$ cat src/rtl/lfc_pkg.sv
package lfc_pkg;

  localparam int LEVEL_W    = 5;
  localparam int DIM_IDX_W  = 3;
  localparam int COORD_W    = 16;
  localparam int CORR_W     = 17;
  localparam int DIMS_W     = 4;
  localparam int CFG_IDX_W  = 1;
  localparam int CFG_DATA_W = 17;

  // A squared difference fits in 32 bits; fifteen of them fit in 36.
  localparam int SQ_W  = 32;
  localparam int SUM_W = 36;

  localparam logic ACT_WRITE = 1'b0;
  localparam logic ACT_QUERY = 1'b1;

  localparam logic [CFG_IDX_W-1:0] REG_LATENT_DIMS = 1'd0;
  localparam logic [CFG_IDX_W-1:0] REG_OFF_DIAG    = 1'd1;

  localparam logic [DIMS_W-1:0] LATENT_DIMS_RST = 4'd1;
  localparam logic [CORR_W-1:0] OFF_DIAG_RST    = 17'd65535;
  localparam logic [CORR_W-1:0] ONE_Q16         = 17'd65536;

  // log2(e) in Q1.30.
  localparam logic [30:0] LOG2E_Q30 = 31'd1549082005;

  // round(65536 * 2^(-i/16)) for i = 0..16.
  function automatic logic [CORR_W-1:0] pow2_neg(input logic [4:0] idx);
    logic [CORR_W-1:0] v;
    case (idx)
      5'd0:    v = 17'd65536;
      5'd1:    v = 17'd62757;
      5'd2:    v = 17'd60097;
      5'd3:    v = 17'd57549;
      5'd4:    v = 17'd55109;
      5'd5:    v = 17'd52773;
      5'd6:    v = 17'd50535;
      5'd7:    v = 17'd48393;
      5'd8:    v = 17'd46341;
      5'd9:    v = 17'd44376;
      5'd10:   v = 17'd42495;
      5'd11:   v = 17'd40693;
      5'd12:   v = 17'd38968;
      5'd13:   v = 17'd37316;
      5'd14:   v = 17'd35734;
      5'd15:   v = 17'd34219;
      default: v = 17'd32768;
    endcase
    return v;
  endfunction

  typedef struct packed {
    logic              start;
    logic              rd_en;
    logic [DIMS_W-1:0] rd_dim;
    logic              mul_lo;
    logic              mul_hi;
    logic              calc_t;
    logic              calc_m;
    logic              calc_res;
    logic              out_load;
  } lfc_cmd_t;

  typedef struct packed {
    logic              is_write;
    logic              is_short;
    logic [DIMS_W-1:0] dims_eff;
    logic              pipe_busy;
    logic              out_free;
  } lfc_stat_t;

endpackage

$ cat src/rtl/lfc_in_if.sv
interface lfc_in_if;
  import lfc_pkg::*;

  logic                        valid;
  logic                        ready;
  logic                        action;
  logic [LEVEL_W-1:0]          level_a;
  logic [LEVEL_W-1:0]          level_b;
  logic [DIM_IDX_W-1:0]        coord_index;
  logic signed [COORD_W-1:0]   coord_value;
  logic                        same_row;

  modport source (
    output valid, action, level_a, level_b, coord_index, coord_value, same_row,
    input  ready
  );
  modport sink (
    input  valid, action, level_a, level_b, coord_index, coord_value, same_row,
    output ready
  );
endinterface

$ cat src/rtl/lfc_out_if.sv
interface lfc_out_if;
  import lfc_pkg::*;

  logic              valid;
  logic              ready;
  logic [CORR_W-1:0] correlation;

  modport source (output valid, correlation, input ready);
  modport sink (input valid, correlation, output ready);
endinterface

$ cat src/rtl/lfc_ctrl.sv
module lfc_ctrl (
  input  logic               clk,
  input  logic               rst_n,
  input  logic               in_valid,
  output logic               in_ready,
  input  lfc_pkg::lfc_stat_t stat,
  output lfc_pkg::lfc_cmd_t  cmd
);
  import lfc_pkg::*;

  localparam logic [3:0] S_IDLE  = 4'd0;
  localparam logic [3:0] S_WALK  = 4'd1;
  localparam logic [3:0] S_DRAIN = 4'd2;
  localparam logic [3:0] S_MLO   = 4'd3;
  localparam logic [3:0] S_MHI   = 4'd4;
  localparam logic [3:0] S_TCALC = 4'd5;
  localparam logic [3:0] S_MCALC = 4'd6;
  localparam logic [3:0] S_RES   = 4'd7;
  localparam logic [3:0] S_FIN   = 4'd8;

  logic [3:0]        state_r, state_nxt;
  logic [DIMS_W-1:0] cnt_r, cnt_nxt;

  always_ff @(posedge clk) begin
    if (!rst_n) begin
      state_r <= S_IDLE;
      cnt_r   <= '0;
    end else begin
      state_r <= state_nxt;
      cnt_r   <= cnt_nxt;
    end
  end

  always_comb begin
    state_nxt  = state_r;
    cnt_nxt    = cnt_r;
    cmd        = '0;
    cmd.rd_dim = cnt_r;
    in_ready   = 1'b0;
    case (state_r)
      S_IDLE: begin
        in_ready = 1'b1;
        if (in_valid) begin
          cmd.start = 1'b1;
          cnt_nxt   = '0;
          if (stat.is_write) begin
            state_nxt = S_IDLE;
          end else if (stat.is_short) begin
            state_nxt = S_FIN;
          end else if (stat.dims_eff == '0) begin
            state_nxt = S_MLO;
          end else begin
            state_nxt = S_WALK;
          end
        end
      end
      S_WALK: begin
        cmd.rd_en = 1'b1;
        if (cnt_r == stat.dims_eff - 4'd1) begin
          state_nxt = S_DRAIN;
        end else begin
          cnt_nxt = cnt_r + 4'd1;
        end
      end
      S_DRAIN: begin
        // Wait until the last squared difference has been added.
        if (!stat.pipe_busy) begin
          state_nxt = S_MLO;
        end
      end
      S_MLO: begin
        cmd.mul_lo = 1'b1;
        state_nxt  = S_MHI;
      end
      S_MHI: begin
        cmd.mul_hi = 1'b1;
        state_nxt  = S_TCALC;
      end
      S_TCALC: begin
        cmd.calc_t = 1'b1;
        state_nxt  = S_MCALC;
      end
      S_MCALC: begin
        cmd.calc_m = 1'b1;
        state_nxt  = S_RES;
      end
      S_RES: begin
        cmd.calc_res = 1'b1;
        state_nxt    = S_FIN;
      end
      S_FIN: begin
        if (stat.out_free) begin
          cmd.out_load = 1'b1;
          state_nxt    = S_IDLE;
        end
      end
      default: begin
        state_nxt = S_IDLE;
      end
    endcase
  end

endmodule

$ cat src/rtl/lfc_dp.sv
module lfc_dp #(
  parameter int MAX_LEVELS = 16,
  parameter int MAX_DIMS   = 8
) (
  input  logic                                 clk,
  input  logic                                 rst_n,
  input  logic                                 cfg_we,
  input  logic [lfc_pkg::CFG_IDX_W-1:0]        cfg_index,
  input  logic [lfc_pkg::CFG_DATA_W-1:0]       cfg_data,
  input  logic                                 in_action,
  input  logic [lfc_pkg::LEVEL_W-1:0]          in_level_a,
  input  logic [lfc_pkg::LEVEL_W-1:0]          in_level_b,
  input  logic [lfc_pkg::DIM_IDX_W-1:0]        in_coord_index,
  input  logic signed [lfc_pkg::COORD_W-1:0]   in_coord_value,
  input  logic                                 in_same_row,
  input  lfc_pkg::lfc_cmd_t                    cmd,
  output lfc_pkg::lfc_stat_t                   stat,
  output logic                                 out_valid,
  output logic [lfc_pkg::CORR_W-1:0]           out_correlation,
  input  logic                                 out_ready
);
  import lfc_pkg::*;

  localparam int DEPTH  = MAX_LEVELS * MAX_DIMS;
  localparam int AW     = (DEPTH > 1) ? $clog2(DEPTH) : 1;
  localparam int ADDR_W = 16;

  logic [DIMS_W-1:0]         latent_dims_r;
  logic [CORR_W-1:0]         off_diag_r;

  logic signed [COORD_W-1:0] mem [DEPTH];

  logic [LEVEL_W-1:0]        lev_a_m1_r, lev_b_m1_r;
  logic                      va_r, vb_r;
  logic signed [COORD_W-1:0] rd_a_r, rd_b_r;
  logic                      rd_v_r;
  logic [SQ_W-1:0]           sq_r;
  logic                      sq_v_r;
  logic [SUM_W-1:0]          sum_r;
  logic [35:0]               p_lo_r;
  logic [34:0]               p_hi_r;
  logic                      flush_r;
  logic [21:0]               t_r;
  logic [CORR_W-1:0]         m_r;
  logic [5:0]                n_r;
  logic [CORR_W-1:0]         res_r;
  logic                      out_valid_r;
  logic [CORR_W-1:0]         out_corr_r;

  logic                      lev_a_ok, lev_b_ok, wr_ok;
  logic [LEVEL_W-1:0]        lev_a_m1, lev_b_m1;
  logic [ADDR_W-1:0]         wr_full, rd_full_a, rd_full_b;
  logic [AW-1:0]             wr_addr, rd_addr_a, rd_addr_b;
  logic signed [COORD_W-1:0] a_val, b_val;
  logic signed [COORD_W:0]   diff;
  logic [COORD_W:0]          abs_d;
  logic [33:0]               sq_full;
  logic [27:0]               s16;
  logic [15:0]               mul_b;
  logic [35:0]               mul_p;
  logic [51:0]               t_full;
  logic [15:0]               frac;
  logic [CORR_W-1:0]         tab_hi, tab_lo, tab_dl;
  logic [28:0]               interp;
  logic [17:0]               rnd;
  logic [CORR_W-1:0]         res_calc;
  logic                      is_query;

  // Decode of the incoming beat.
  assign is_query = (in_action == ACT_QUERY);
  assign lev_a_ok = (in_level_a != '0) && (9'(in_level_a) <= 9'(MAX_LEVELS));
  assign lev_b_ok = (in_level_b != '0) && (9'(in_level_b) <= 9'(MAX_LEVELS));
  assign wr_ok    = lev_a_ok && (6'(in_coord_index) < 6'(MAX_DIMS));
  assign lev_a_m1 = in_level_a - 5'd1;
  assign lev_b_m1 = in_level_b - 5'd1;

  assign wr_full   = ADDR_W'(lev_a_m1) * ADDR_W'(MAX_DIMS) + ADDR_W'(in_coord_index);
  assign rd_full_a = ADDR_W'(lev_a_m1_r) * ADDR_W'(MAX_DIMS) + ADDR_W'(cmd.rd_dim);
  assign rd_full_b = ADDR_W'(lev_b_m1_r) * ADDR_W'(MAX_DIMS) + ADDR_W'(cmd.rd_dim);
  assign wr_addr   = wr_full[AW-1:0];
  assign rd_addr_a = rd_full_a[AW-1:0];
  assign rd_addr_b = rd_full_b[AW-1:0];

  // Configuration registers.
  always_ff @(posedge clk) begin
    if (!rst_n) begin
      latent_dims_r <= LATENT_DIMS_RST;
      off_diag_r    <= OFF_DIAG_RST;
    end else if (cfg_we) begin
      case (cfg_index)
        REG_LATENT_DIMS: latent_dims_r <= cfg_data[DIMS_W-1:0];
        REG_OFF_DIAG:    off_diag_r    <= cfg_data[CORR_W-1:0];
        default: begin
        end
      endcase
    end
  end

  // Coordinate table: one write port, two registered read ports.
  always_ff @(posedge clk) begin
    if (cmd.start && !is_query && wr_ok) begin
      mem[wr_addr] <= in_coord_value;
    end
    if (cmd.rd_en) begin
      rd_a_r <= mem[rd_addr_a];
      rd_b_r <= mem[rd_addr_b];
    end
  end

  // A level outside the table reads as all-zero coordinates.
  assign a_val   = va_r ? rd_a_r : '0;
  assign b_val   = vb_r ? rd_b_r : '0;
  assign diff    = {a_val[COORD_W-1], a_val} - {b_val[COORD_W-1], b_val};
  assign abs_d   = diff[COORD_W] ? 17'(-diff) : 17'(diff);
  assign sq_full = 34'(abs_d) * 34'(abs_d);

  // Exponent: T = S16 * log2(e), built from two partial products.
  assign s16    = sum_r[SUM_W-1:8];
  assign mul_b  = cmd.mul_hi ? {1'b0, LOG2E_Q30[30:16]} : LOG2E_Q30[15:0];
  assign mul_p  = 36'(s16[19:0]) * 36'(mul_b);
  assign t_full = (52'(p_hi_r) << 16) + 52'(p_lo_r) + 52'd536870912;

  // Table interpolation of 2^-F.
  assign frac   = t_r[15:0];
  assign tab_hi = pow2_neg({1'b0, frac[15:12]});
  assign tab_lo = pow2_neg({1'b0, frac[15:12]} + 5'd1);
  assign tab_dl = tab_hi - tab_lo;
  assign interp = 29'(tab_dl) * 29'(frac[11:0]) + 29'd2048;

  assign rnd = (18'(m_r) + (18'd1 << (n_r - 6'd1))) >> n_r;

  always_comb begin
    if (flush_r || (n_r > 6'd16)) begin
      res_calc = '0;
    end else if (n_r == 6'd0) begin
      res_calc = m_r;
    end else begin
      res_calc = rnd[CORR_W-1:0];
    end
  end

  // Control flags of the walk pipeline.
  always_ff @(posedge clk) begin
    if (!rst_n) begin
      rd_v_r <= 1'b0;
      sq_v_r <= 1'b0;
    end else begin
      rd_v_r <= cmd.rd_en;
      sq_v_r <= rd_v_r;
    end
  end

  // Datapath payload registers.
  always_ff @(posedge clk) begin
    if (cmd.start) begin
      lev_a_m1_r <= lev_a_m1;
      lev_b_m1_r <= lev_b_m1;
      va_r       <= lev_a_ok;
      vb_r       <= lev_b_ok;
      sum_r      <= '0;
      if (in_same_row) begin
        res_r <= ONE_Q16;
      end else begin
        res_r <= (off_diag_r > ONE_Q16) ? ONE_Q16 : off_diag_r;
      end
    end else if (sq_v_r) begin
      sum_r <= sum_r + SUM_W'(sq_r);
    end
    if (rd_v_r) begin
      sq_r <= sq_full[SQ_W-1:0];
    end
    if (cmd.mul_lo) begin
      p_lo_r  <= mul_p;
      flush_r <= |s16[27:20];
    end
    if (cmd.mul_hi) begin
      p_hi_r <= mul_p[34:0];
    end
    if (cmd.calc_t) begin
      t_r <= t_full[51:30];
    end
    if (cmd.calc_m) begin
      m_r <= tab_hi - CORR_W'(interp >> 12);
      n_r <= t_r[21:16];
    end
    if (cmd.calc_res) begin
      res_r <= res_calc;
    end
  end

  // Output register.
  always_ff @(posedge clk) begin
    if (!rst_n) begin
      out_valid_r <= 1'b0;
    end else if (cmd.out_load) begin
      out_valid_r <= 1'b1;
    end else if (out_ready) begin
      out_valid_r <= 1'b0;
    end
  end

  always_ff @(posedge clk) begin
    if (cmd.out_load) begin
      out_corr_r <= res_r;
    end
  end

  assign out_valid       = out_valid_r;
  assign out_correlation = out_corr_r;

  assign stat.is_write  = !is_query;
  assign stat.is_short  = in_same_row || (in_level_a == in_level_b);
  assign stat.dims_eff  = (6'(latent_dims_r) > 6'(MAX_DIMS)) ? DIMS_W'(MAX_DIMS)
                                                            : latent_dims_r;
  assign stat.pipe_busy = rd_v_r || sq_v_r;
  assign stat.out_free  = !out_valid_r || out_ready;

endmodule

$ cat src/rtl/latent_factor_correlation.sv
// Latent-factor correlation unit. A write beat stores one signed Q4.12
// coordinate of one level; a query beat returns one unsigned Q1.16
// correlation: 1.0 for a diagonal element, the off-diagonal register for
// equal levels, and otherwise exp(-sum of squared coordinate differences)
// over the active dimensions (latent_dims, clamped to MAX_DIMS). A write
// is done once its beat is accepted; a diagonal or equal-level query goes
// from accepting the beat straight to handing on its result. Any other
// query accepts the beat, walks the coordinate table through its two read
// ports at one dimension per cycle, drains the square-and-add pipeline,
// runs five register stages for the exponential, the first two of which
// share one multiplier for log2(e), and hands the result to the output
// register; with latent_dims zero it skips the walk and the drain. Handing
// on the result waits for as long as the output register holds a result
// that has not been taken. Items are handled one at a time; a finished
// result waits in the output register while the next beat is accepted. A
// coordinate must be written before any query reads it.
module latent_factor_correlation #(
  parameter int MAX_LEVELS = 16,
  parameter int MAX_DIMS   = 8
) (
  input  logic                           clk,
  input  logic                           rst_n,
  input  logic                           cfg_we,
  input  logic [lfc_pkg::CFG_IDX_W-1:0]  cfg_index,
  input  logic [lfc_pkg::CFG_DATA_W-1:0] cfg_data,
  lfc_in_if.sink                         in_if,
  lfc_out_if.source                      out_if
);
  import lfc_pkg::*;

  lfc_cmd_t  cmd;
  lfc_stat_t stat;
  logic      in_rdy;

  assign in_if.ready = in_rdy;

  lfc_ctrl u_ctrl (
    .clk      (clk),
    .rst_n    (rst_n),
    .in_valid (in_if.valid),
    .in_ready (in_rdy),
    .stat     (stat),
    .cmd      (cmd)
  );

  lfc_dp #(
    .MAX_LEVELS (MAX_LEVELS),
    .MAX_DIMS   (MAX_DIMS)
  ) u_dp (
    .clk             (clk),
    .rst_n           (rst_n),
    .cfg_we          (cfg_we),
    .cfg_index       (cfg_index),
    .cfg_data        (cfg_data),
    .in_action       (in_if.action),
    .in_level_a      (in_if.level_a),
    .in_level_b      (in_if.level_b),
    .in_coord_index  (in_if.coord_index),
    .in_coord_value  (in_if.coord_value),
    .in_same_row     (in_if.same_row),
    .cmd             (cmd),
    .stat            (stat),
    .out_valid       (out_if.valid),
    .out_correlation (out_if.correlation),
    .out_ready       (out_if.ready)
  );

endmodule
$ cat src/flat_wrapper.sv
// flat-port wrapper written by rule: the top's interface ports become plain ports
module latent_factor_correlation_flat import lfc_pkg::*;
#(
  parameter int MAX_LEVELS = 16,
  parameter int MAX_DIMS   = 8
)
  (clk, rst_n, cfg_we, cfg_index, cfg_data, in_if_valid, in_if_action, in_if_level_a, in_if_level_b, in_if_coord_index, in_if_coord_value, in_if_same_row, in_if_ready, out_if_valid, out_if_correlation, out_if_ready);
  lfc_in_if in_if_i ();
  lfc_out_if out_if_i ();
  input  logic clk;
  input  logic rst_n;
  input  logic cfg_we;
  input  logic [lfc_pkg::CFG_IDX_W-1:0] cfg_index;
  input  logic [lfc_pkg::CFG_DATA_W-1:0] cfg_data;
  input wire logic [$bits(in_if_i.valid)-1:0] in_if_valid;
  input wire logic [$bits(in_if_i.action)-1:0] in_if_action;
  input wire logic [$bits(in_if_i.level_a)-1:0] in_if_level_a;
  input wire logic [$bits(in_if_i.level_b)-1:0] in_if_level_b;
  input wire logic [$bits(in_if_i.coord_index)-1:0] in_if_coord_index;
  input wire logic [$bits(in_if_i.coord_value)-1:0] in_if_coord_value;
  input wire logic [$bits(in_if_i.same_row)-1:0] in_if_same_row;
  output wire logic [$bits(in_if_i.ready)-1:0] in_if_ready;
  output wire logic [$bits(out_if_i.valid)-1:0] out_if_valid;
  output wire logic [$bits(out_if_i.correlation)-1:0] out_if_correlation;
  input wire logic [$bits(out_if_i.ready)-1:0] out_if_ready;
  assign in_if_i.valid = in_if_valid;
  assign in_if_i.action = in_if_action;
  assign in_if_i.level_a = in_if_level_a;
  assign in_if_i.level_b = in_if_level_b;
  assign in_if_i.coord_index = in_if_coord_index;
  assign in_if_i.coord_value = in_if_coord_value;
  assign in_if_i.same_row = in_if_same_row;
  assign in_if_ready = in_if_i.ready;
  assign out_if_valid = out_if_i.valid;
  assign out_if_correlation = out_if_i.correlation;
  assign out_if_i.ready = out_if_ready;
  latent_factor_correlation #(.MAX_LEVELS(MAX_LEVELS), .MAX_DIMS(MAX_DIMS)) u_core (.clk(clk), .rst_n(rst_n), .cfg_we(cfg_we), .cfg_index(cfg_index), .cfg_data(cfg_data), .in_if(in_if_i), .out_if(out_if_i));
endmodule
$ cat config.mk
export PLATFORM = sky130hd
export DESIGN_NAME = latent_factor_correlation_flat
export DESIGN_NICKNAME = d
export VERILOG_FILES = /design/src/rtl/lfc_pkg.sv /design/src/rtl/lfc_in_if.sv /design/src/rtl/lfc_out_if.sv /design/src/rtl/lfc_ctrl.sv /design/src/rtl/lfc_dp.sv /design/src/rtl/latent_factor_correlation.sv /design/src/flat_wrapper.sv
export SDC_FILE = /design/constraint.sdc
export NUM_CORES = 2
export LEC_CHECK = 0
export CAP_MARGIN = 25
export CORE_MARGIN = 10
export CORE_UTILIZATION = 58
export DETAILED_ROUTE_END_ITERATION = 6
export DONT_BUFFER_PORTS = 1
export PLACE_DENSITY = 0.76
export SETUP_SLACK_MARGIN = 0.1
export SYNTH_ARGS = -nofsm -noshare
export SYNTH_HDL_FRONTEND = slang
export SYNTH_SLANG_ARGS = --single-unit
$ cat constraint.sdc
create_clock -name clk -period 10.4 [get_ports clk]
set_clock_uncertainty 0.15 [all_clocks]
set_input_delay 1.56 -clock clk [delete_from_list [all_inputs] [get_ports clk]]
set_output_delay 1.56 -clock clk [all_outputs]
set_load 0.01 [all_outputs]
# [Yosys cells after proc, flatten, opt, wreduce, memory -nomap -nowiden]
# Memory sizes are Yosys's and may differ from the RTL's. A register that Yosys moved wholly into a read port is not among the register bits.
# Index checks and enable logic that the tools add are counted.
[word_totals] regBits=261 ram_bits=2048 romBits=544 inputBits=54 out_inout_bits=19 mem_count=3
[classes] addsub=18 multipliers=3 n_lt_le_gt_ge=5 n_eq_ne=15 shifts=2 mux=39 bitwise_logic=1 n_reduce_logical=23
[memory_table] name="u_core.u_dp.mem" words=128 word_bits=16 rd=2 rd_clocked_by_memory_dff=2 wr=1 line_no="lfc_dp.sv:31" source="logic signed [COORD_W-1:0] mem [DEPTH];"
[memory_table] name="(name not given)" words=16 word_bits=17 rd=1 rd_clocked_by_memory_dff=0 wr=0 line_no="lfc_pkg.sv:31" source="case (idx)"
[memory_table] name="(name not given)" words=16 word_bits=17 rd=1 rd_clocked_by_memory_dff=1 wr=0 line_no="lfc_pkg.sv:31"
[ops] operator="17-bit 2-to-1 mux" n=8
[ops] operator="51-bit by 36-bit adder with 52-bit output" n=1
[ops] operator="52-bit by 30-bit adder with 52-bit output, second input constant" n=1
[ops] operator="4-bit 2-to-1 mux" n=10
[ops] operator="36-bit by 32-bit adder with 36-bit output" n=1
[ops] operator="4-bit one-hot mux with 9 select lines" n=1
[ops] operator="20-bit by 15-bit multiplier with 35-bit output" n=1
[ops] operator="17-bit subtractor" n=2
[ops] operator="17-bit by 17-bit multiplier with 32-bit output" n=1
[ops] operator="16-bit 2-to-1 mux" n=2
[ops] operator="29-bit by 12-bit adder with 29-bit output, second input constant" n=1
[ops] operator="17-bit by 12-bit multiplier with 29-bit output" n=1
[ops] operator="17-bit by 18-bit adder with 18-bit output" n=1
[ops] operator="1-bit by 6-bit left shift with 18-bit output, first input constant" n=1
[ops] operator="18-bit by 6-bit >> shifter with 17-bit output" n=1
[ops] operator="17-bit > comparator, second input constant" n=1
[ops] operator="17-bit negator" n=1
[ops] operator="16-bit by 16-bit subtractor with 17-bit output" n=1
[ops] operator="4-bit by 3-bit equality test with 1-bit output, second input constant" n=4
[ops] operator="1-bit 2-to-1 mux" n=15
[ops] operator="15-bit 2-to-1 mux" n=1
[ops] operator="7-bit by 4-bit adder with 7-bit output" n=2
[ops] operator="4-bit by 1-bit subtractor with 4-bit output, second input constant" n=3
[ops] operator="5-bit less-or-equal comparator, second input constant" n=2
[ops] operator="other kinds (27)" n=43

# [Depth between registers and ports, before layout]
[logic_depth] depth_word=8 mapped_depth=49 ltp_nobuf=47

# [Modules after synthesis]
# Synthesis repeated with hierarchy kept, for this count alone.
[hier_totals] hier_cells=7543 area_unflattened_um2=120829.6
[modules_own_cells] module="lfc_dp" instances=1 cells_each=7463 area_per_inst_um2=120176.5 seq_area_each_um2=69256.4
[modules_own_cells] module="lfc_ctrl" instances=1 cells_each=80 area_per_inst_um2=653.1 seq_area_each_um2=160.2

# [Least setup slack after synthesis]
# OpenSTA, ideal clock, no wires.
[synth_path] path_type="flip-flop to flip-flop" start="register u_core.u_dp.t_r[12]" end="register u_core.u_dp.m_r[16], data pin" setup_time_ns=0.268 t_arrival_ns=9.723 t_required_ns=9.982 path_slack_ns=0.259 path_stages_with_launch=45 cell_sequence="edfxtp_1 ha_1 ha_1 clkbuf_1 mux4_2 inv_1 nand2_1 ha_1 o21ai_0 a21boi_0 o21ai_0 a21boi_0 o21ai_0 nand2_1 xor2_1 clkbuf_1 nand2_1 fa_1 [9 not listed] o21ai_0 o21ai_0 a211oi_1 a311oi_1 or2_2 a21oi_1 nor2b_1 nor2_1 xor2_1 ha_1 nand3_1 nand2_1 a41oi_1 a21oi_1 a211o_1 a21oi_1 xnor2_1 xnor2_1"
[synth_between] elab_chain_cells=7
[synth_rtl] element="start: declaration" line_no="lfc_dp.sv:43" source="logic [21:0] t_r;"
[synth_rtl] element="start signal: assignment" line_no="lfc_dp.sv:180" source="t_r <= t_full[51:30];"
[synth_rtl] element="4-bit by 1-bit adder with 5-bit output *" line_no="lfc_dp.sv:126" source="assign tab_lo = pow2_neg({1'b0, frac[15:12]} + 5'd1);"
[synth_rtl] element="memory read 16 x 17 bit"
[synth_rtl] element="17-bit 2-to-1 mux *" line_no="lfc_pkg.sv:31"
[synth_rtl] element="17-bit subtractor *" line_no="lfc_dp.sv:127" source="assign tab_dl = tab_hi - tab_lo;"
[synth_rtl] element="17-bit by 12-bit multiplier with 29-bit output *" line_no="lfc_dp.sv:128" source="assign interp = 29'(tab_dl) * 29'(frac[11:0]) + 29'd2048;"
[synth_rtl] element="29-bit by 12-bit adder with 29-bit output *" line_no="lfc_dp.sv:128"
[synth_rtl] element="17-bit subtractor *" line_no="lfc_dp.sv:183" source="m_r <= tab_hi - CORR_W'(interp >> 12);"
[synth_rtl] element="end signal: assignment" line_no="lfc_dp.sv:183"
[synth_rtl] element="end: declaration" line_no="lfc_dp.sv:44" source="logic [CORR_W-1:0] m_r;"
# Every way passes the cells marked *; elsewhere a longest branch is shown, timed or not.
# A chain may end at the register's enable or synchronous reset.

# [Worst setup path in the final report]
# Same ends and word-level chain as after synthesis.

==> run_results.csv <==
group,metric,value,unit
global_route,gr-usage-met3,0.0510,
yosys,synth_cell_type_count,97,
clock_tree,cts_max_level,4,
global_route,grt_pass1_wl,450,mm
yosys,netlist_instances,7549,
sta,fmax,101,MHz
clock_tree,cts_num_sinks,2340,
routing,drcViolationCount,1,
yosys,synth_common_cells,"edfxtp_1, inv_1, mux4_2, ha_1, fa_1",
yosys,synth_most_common_cell,"edfxtp_1",
clock_tree,cts_buffers,218,
routing,first_pass_iters,7,
global_route,grt_max_degree,139,
critical_path,slowest_stage,"fa_1",
sta,setup_violations,0,
yosys,yosysTopAreaCell,"edfxtp_1",
outcome,status,"complete, but fails checks",
yosys,mappedNetlistArea,121000,µm²
place,dpl.cell_count,10300,
routing,drt-total-wl,301,mm
yosys,synth.yosys.seq_area_share,0.575,
clock_tree,cts_tree,"yes",
floorplan,start_util,0.583,
clock_tree,root_buffer,"clkbuf_16",
sta,tightestPinTransition,1.16,ns
critical_path,cp_data_arrival_time,10.34,ns
clock_tree,holdBufCountCts,0,
clock_tree,path_clk_slew,0.06,ns
floorplan,io_pins,73,
sta,drv_slew,0,
yosys,synth_top_area_frac,0.561,
critical_path,critPathMaxStageDelay,0.53,ns
routing,vias_per_cell,6.36,
yosys,synth_area_leaders,"edfxtp_1, mux4_2, fa_1, ha_1, mux2_2",
sta,finalHoldViolCount,0,
critical_path,path_common_cell,"inv_1",
critical_path,critPathKind,"reg2reg",
floorplan,fp-row-count,167,
clock_tree,clk_latency,0.88,ns
floorplan,die_h,476,µm
hold_path,min_path_type,"reg2reg",
routing,drt_first_iter_violations,7724,
critical_path,end_kind,"flop",
yosys,ys_ff_latch,2340,
global_route,grt-busiest-layer,"met2",
routing,via_count,68200,
floorplan,die_w,476,µm
cells_and_area,fin_nets,8783,
floorplan,die_area,227000,µm²
yosys,synthArstFlopShare,0,
global_route,antenna_found_initial,17,
sta,slew_headroom,0.224,
global_route,globalRouteMet1Util,0.353,
yosys,synth_ff_type,"edfxtp_1",
critical_path,critPathRequiredTime,10.81,ns
global_route,grt_pass1_vias,69900,
clock_tree,clock_path_buffers,3,
global_route,grt_use_met2,0.436,
place,dp_hpwl,192,mm
critical_path,cp_max_fo,14,
global_route,grt-ovfl-total,0,
global_route,grt_usage,0.266,
sta,fin_crit_sh,0.954,
yosys,syn_area_per_cell,16.0,µm²
flow_run,drv_cap,0,
cells_and_area,syn_to_final_growth,10.1,%
routing,wl_per_cell,28.0,µm
sta,rsz0062_at_grt,"yes",
place,port_buffers,0,
critical_path,worstSetupStartpointType,"flop",
outcome,violations,"design-rule violations",
yosys,synth-edff-count,2255,
floorplan,core_area,207000,µm²
cells_and_area,layout-drive-gt1-share,0.212,
place,globalplace.congestion,0.909,
routing,postRouteAntennaNets,0,
yosys,yosys_warnings,0,
cells_and_area,stdcell_count,10700,
sta,finalCriticalPeriod,9.92,ns
kinds of logic (layout without fill, tap and decap cells):
kind of cell | Yosys count | count (layout) | synth area share
adders and majority gates | 976 | 976 | 0.131
and+or+nand+nor | 1382 | 1382 | 0.0543
buffers and inverters | 1025 | 1407 | 0.0324
DFF | 2340 | 2340 | 0.575
xor gates and xnor gates | 220 | 220 | 0.0163
AOI/OAI and AO/OA | 604 | 604 | 0.0342
muxes | 1000 | 1000 | 0.156
other | 2 | 16 | 0.0000623
cell usage in the layout (no fill, tap or decap), drive strengths merged, types with 60 or more instances in the layout:
cell | netlist | layout
edfxtp | 2255 | 2255
inv | 705 | 709
mux4 | 680 | 680
ha | 497 | 497
fa | 478 | 478
nand2 | 402 | 402
nor2 | 398 | 398
buf | 92 | 292
mux2 | 268 | 268
clkbuf | 226 | 263
a21oi | 143 | 143
xnor2 | 141 | 141
and2 | 133 | 133
clkinv | 2 | 117
nand3 | 116 | 116
o21ai | 111 | 111
dfxtp | 85 | 85
xor2 | 79 | 79
nor3 | 60 | 60
final timing paths:
| kind | depth (start not counted) | slack (ns) | to | start |
|---|---|---|---|---|
| worst max-delay path | 49 | 0.48 | u_core.u_dp.m_r[16]$_DFFE_PP_ | u_core.u_dp.t_r[12]$_DFFE_PP_ |
| worst max register to register | 49 | 0.48 | u_core.u_dp.m_r[16]$_DFFE_PP_ | u_core.u_dp.t_r[12]$_DFFE_PP_ |
| worst min register to register | 0 | 0.22 | u_core.u_dp.out_correlation[6]$_DFFE_PP_ | u_core.u_dp.res_r[6]$_DFFE_PP_ |
| worst min-delay path | 0 | 0.22 | u_core.u_dp.out_correlation[6]$_DFFE_PP_ | u_core.u_dp.res_r[6]$_DFFE_PP_ |
state kept, by name, indices dropped and copies added, names as in the netlist, 6 cells and up:
register	flops
u_core.u_dp.sum_r	36
u_core.u_dp.p_lo_r	19
u_core.u_dp.off_diag_r	17
u_core.u_dp.mem	2048
u_core.u_dp.sq_r	31
u_core.u_dp.t_r	22
u_core.u_dp.out_correlation	17
u_core.u_dp.n_r	6
u_core.u_dp.p_hi_r	35
u_core.u_dp.res_r	17
u_core.u_dp.rd_b_r	16
u_core.u_dp.tab_hi	17
u_core.u_dp.rd_a_r	16
u_core.u_dp.m_r	17
layer usage:
layer	part of all wire	vias to the layer above
met5	0.00037	-
met4	0.047	14
met3	0.090	659
met2	0.49	3444
met1	0.37	35300
li1	-	28900
stage by stage:
step	area (µm²)	setup slack (ns)	hold WS, ns	util	setup TNS [ns]
floorplan	121000	0.259	0.250	-	0
global placement	125000	0.0499	0.255	0.604	0
detailed placement	125000	-0.0688	0.255	0.605	-0.0688
CTS	132000	0.104	0.221	0.639	0
global route	133000	-0.0722	0.239	0.641	-0.0920
finish	133000	0.476	0.218	0.641	0
cell type report:
| class | count | area [µm²] |
|---|---|---|
| Antenna cell | 4 | 10.0 |
| Tap cell | 2788 | 3490 |
| Clock inverter | 145 | 1450 |
| Multi-Input combinational cell | 4194 | 47700 |
| Inverter | 707 | 2660 |
| Clock buffer | 262 | 5660 |
| Timing Repair Buffer | 293 | 2420 |
| Sequential cell | 2340 | 69400 |
| Fill cell | 14100 | 74300 |
repair_timing:
action	CTS	global route
endpoints found under the setup margin	4	12
pin swaps	0	19
resized for setup	9	49
buffers inserted	0	6
worst max-delay path: cells and delay by family, from the launching register on:
family	cells	cell delay, ns
adder cells (fa/ha/maj)	9	3.34
AO/OA/AOI/OAI	16	2.51
AND/OR/NAND/NOR	11	1.54
buffers and inverters	10	1.02
multiplexers	1	0.45
flip-flops	1	0.39
XOR/XNOR	2	0.24
Power is not shown: default switching activity piles up to over one toggle a cycle in this logic, so the estimate is an artifact.
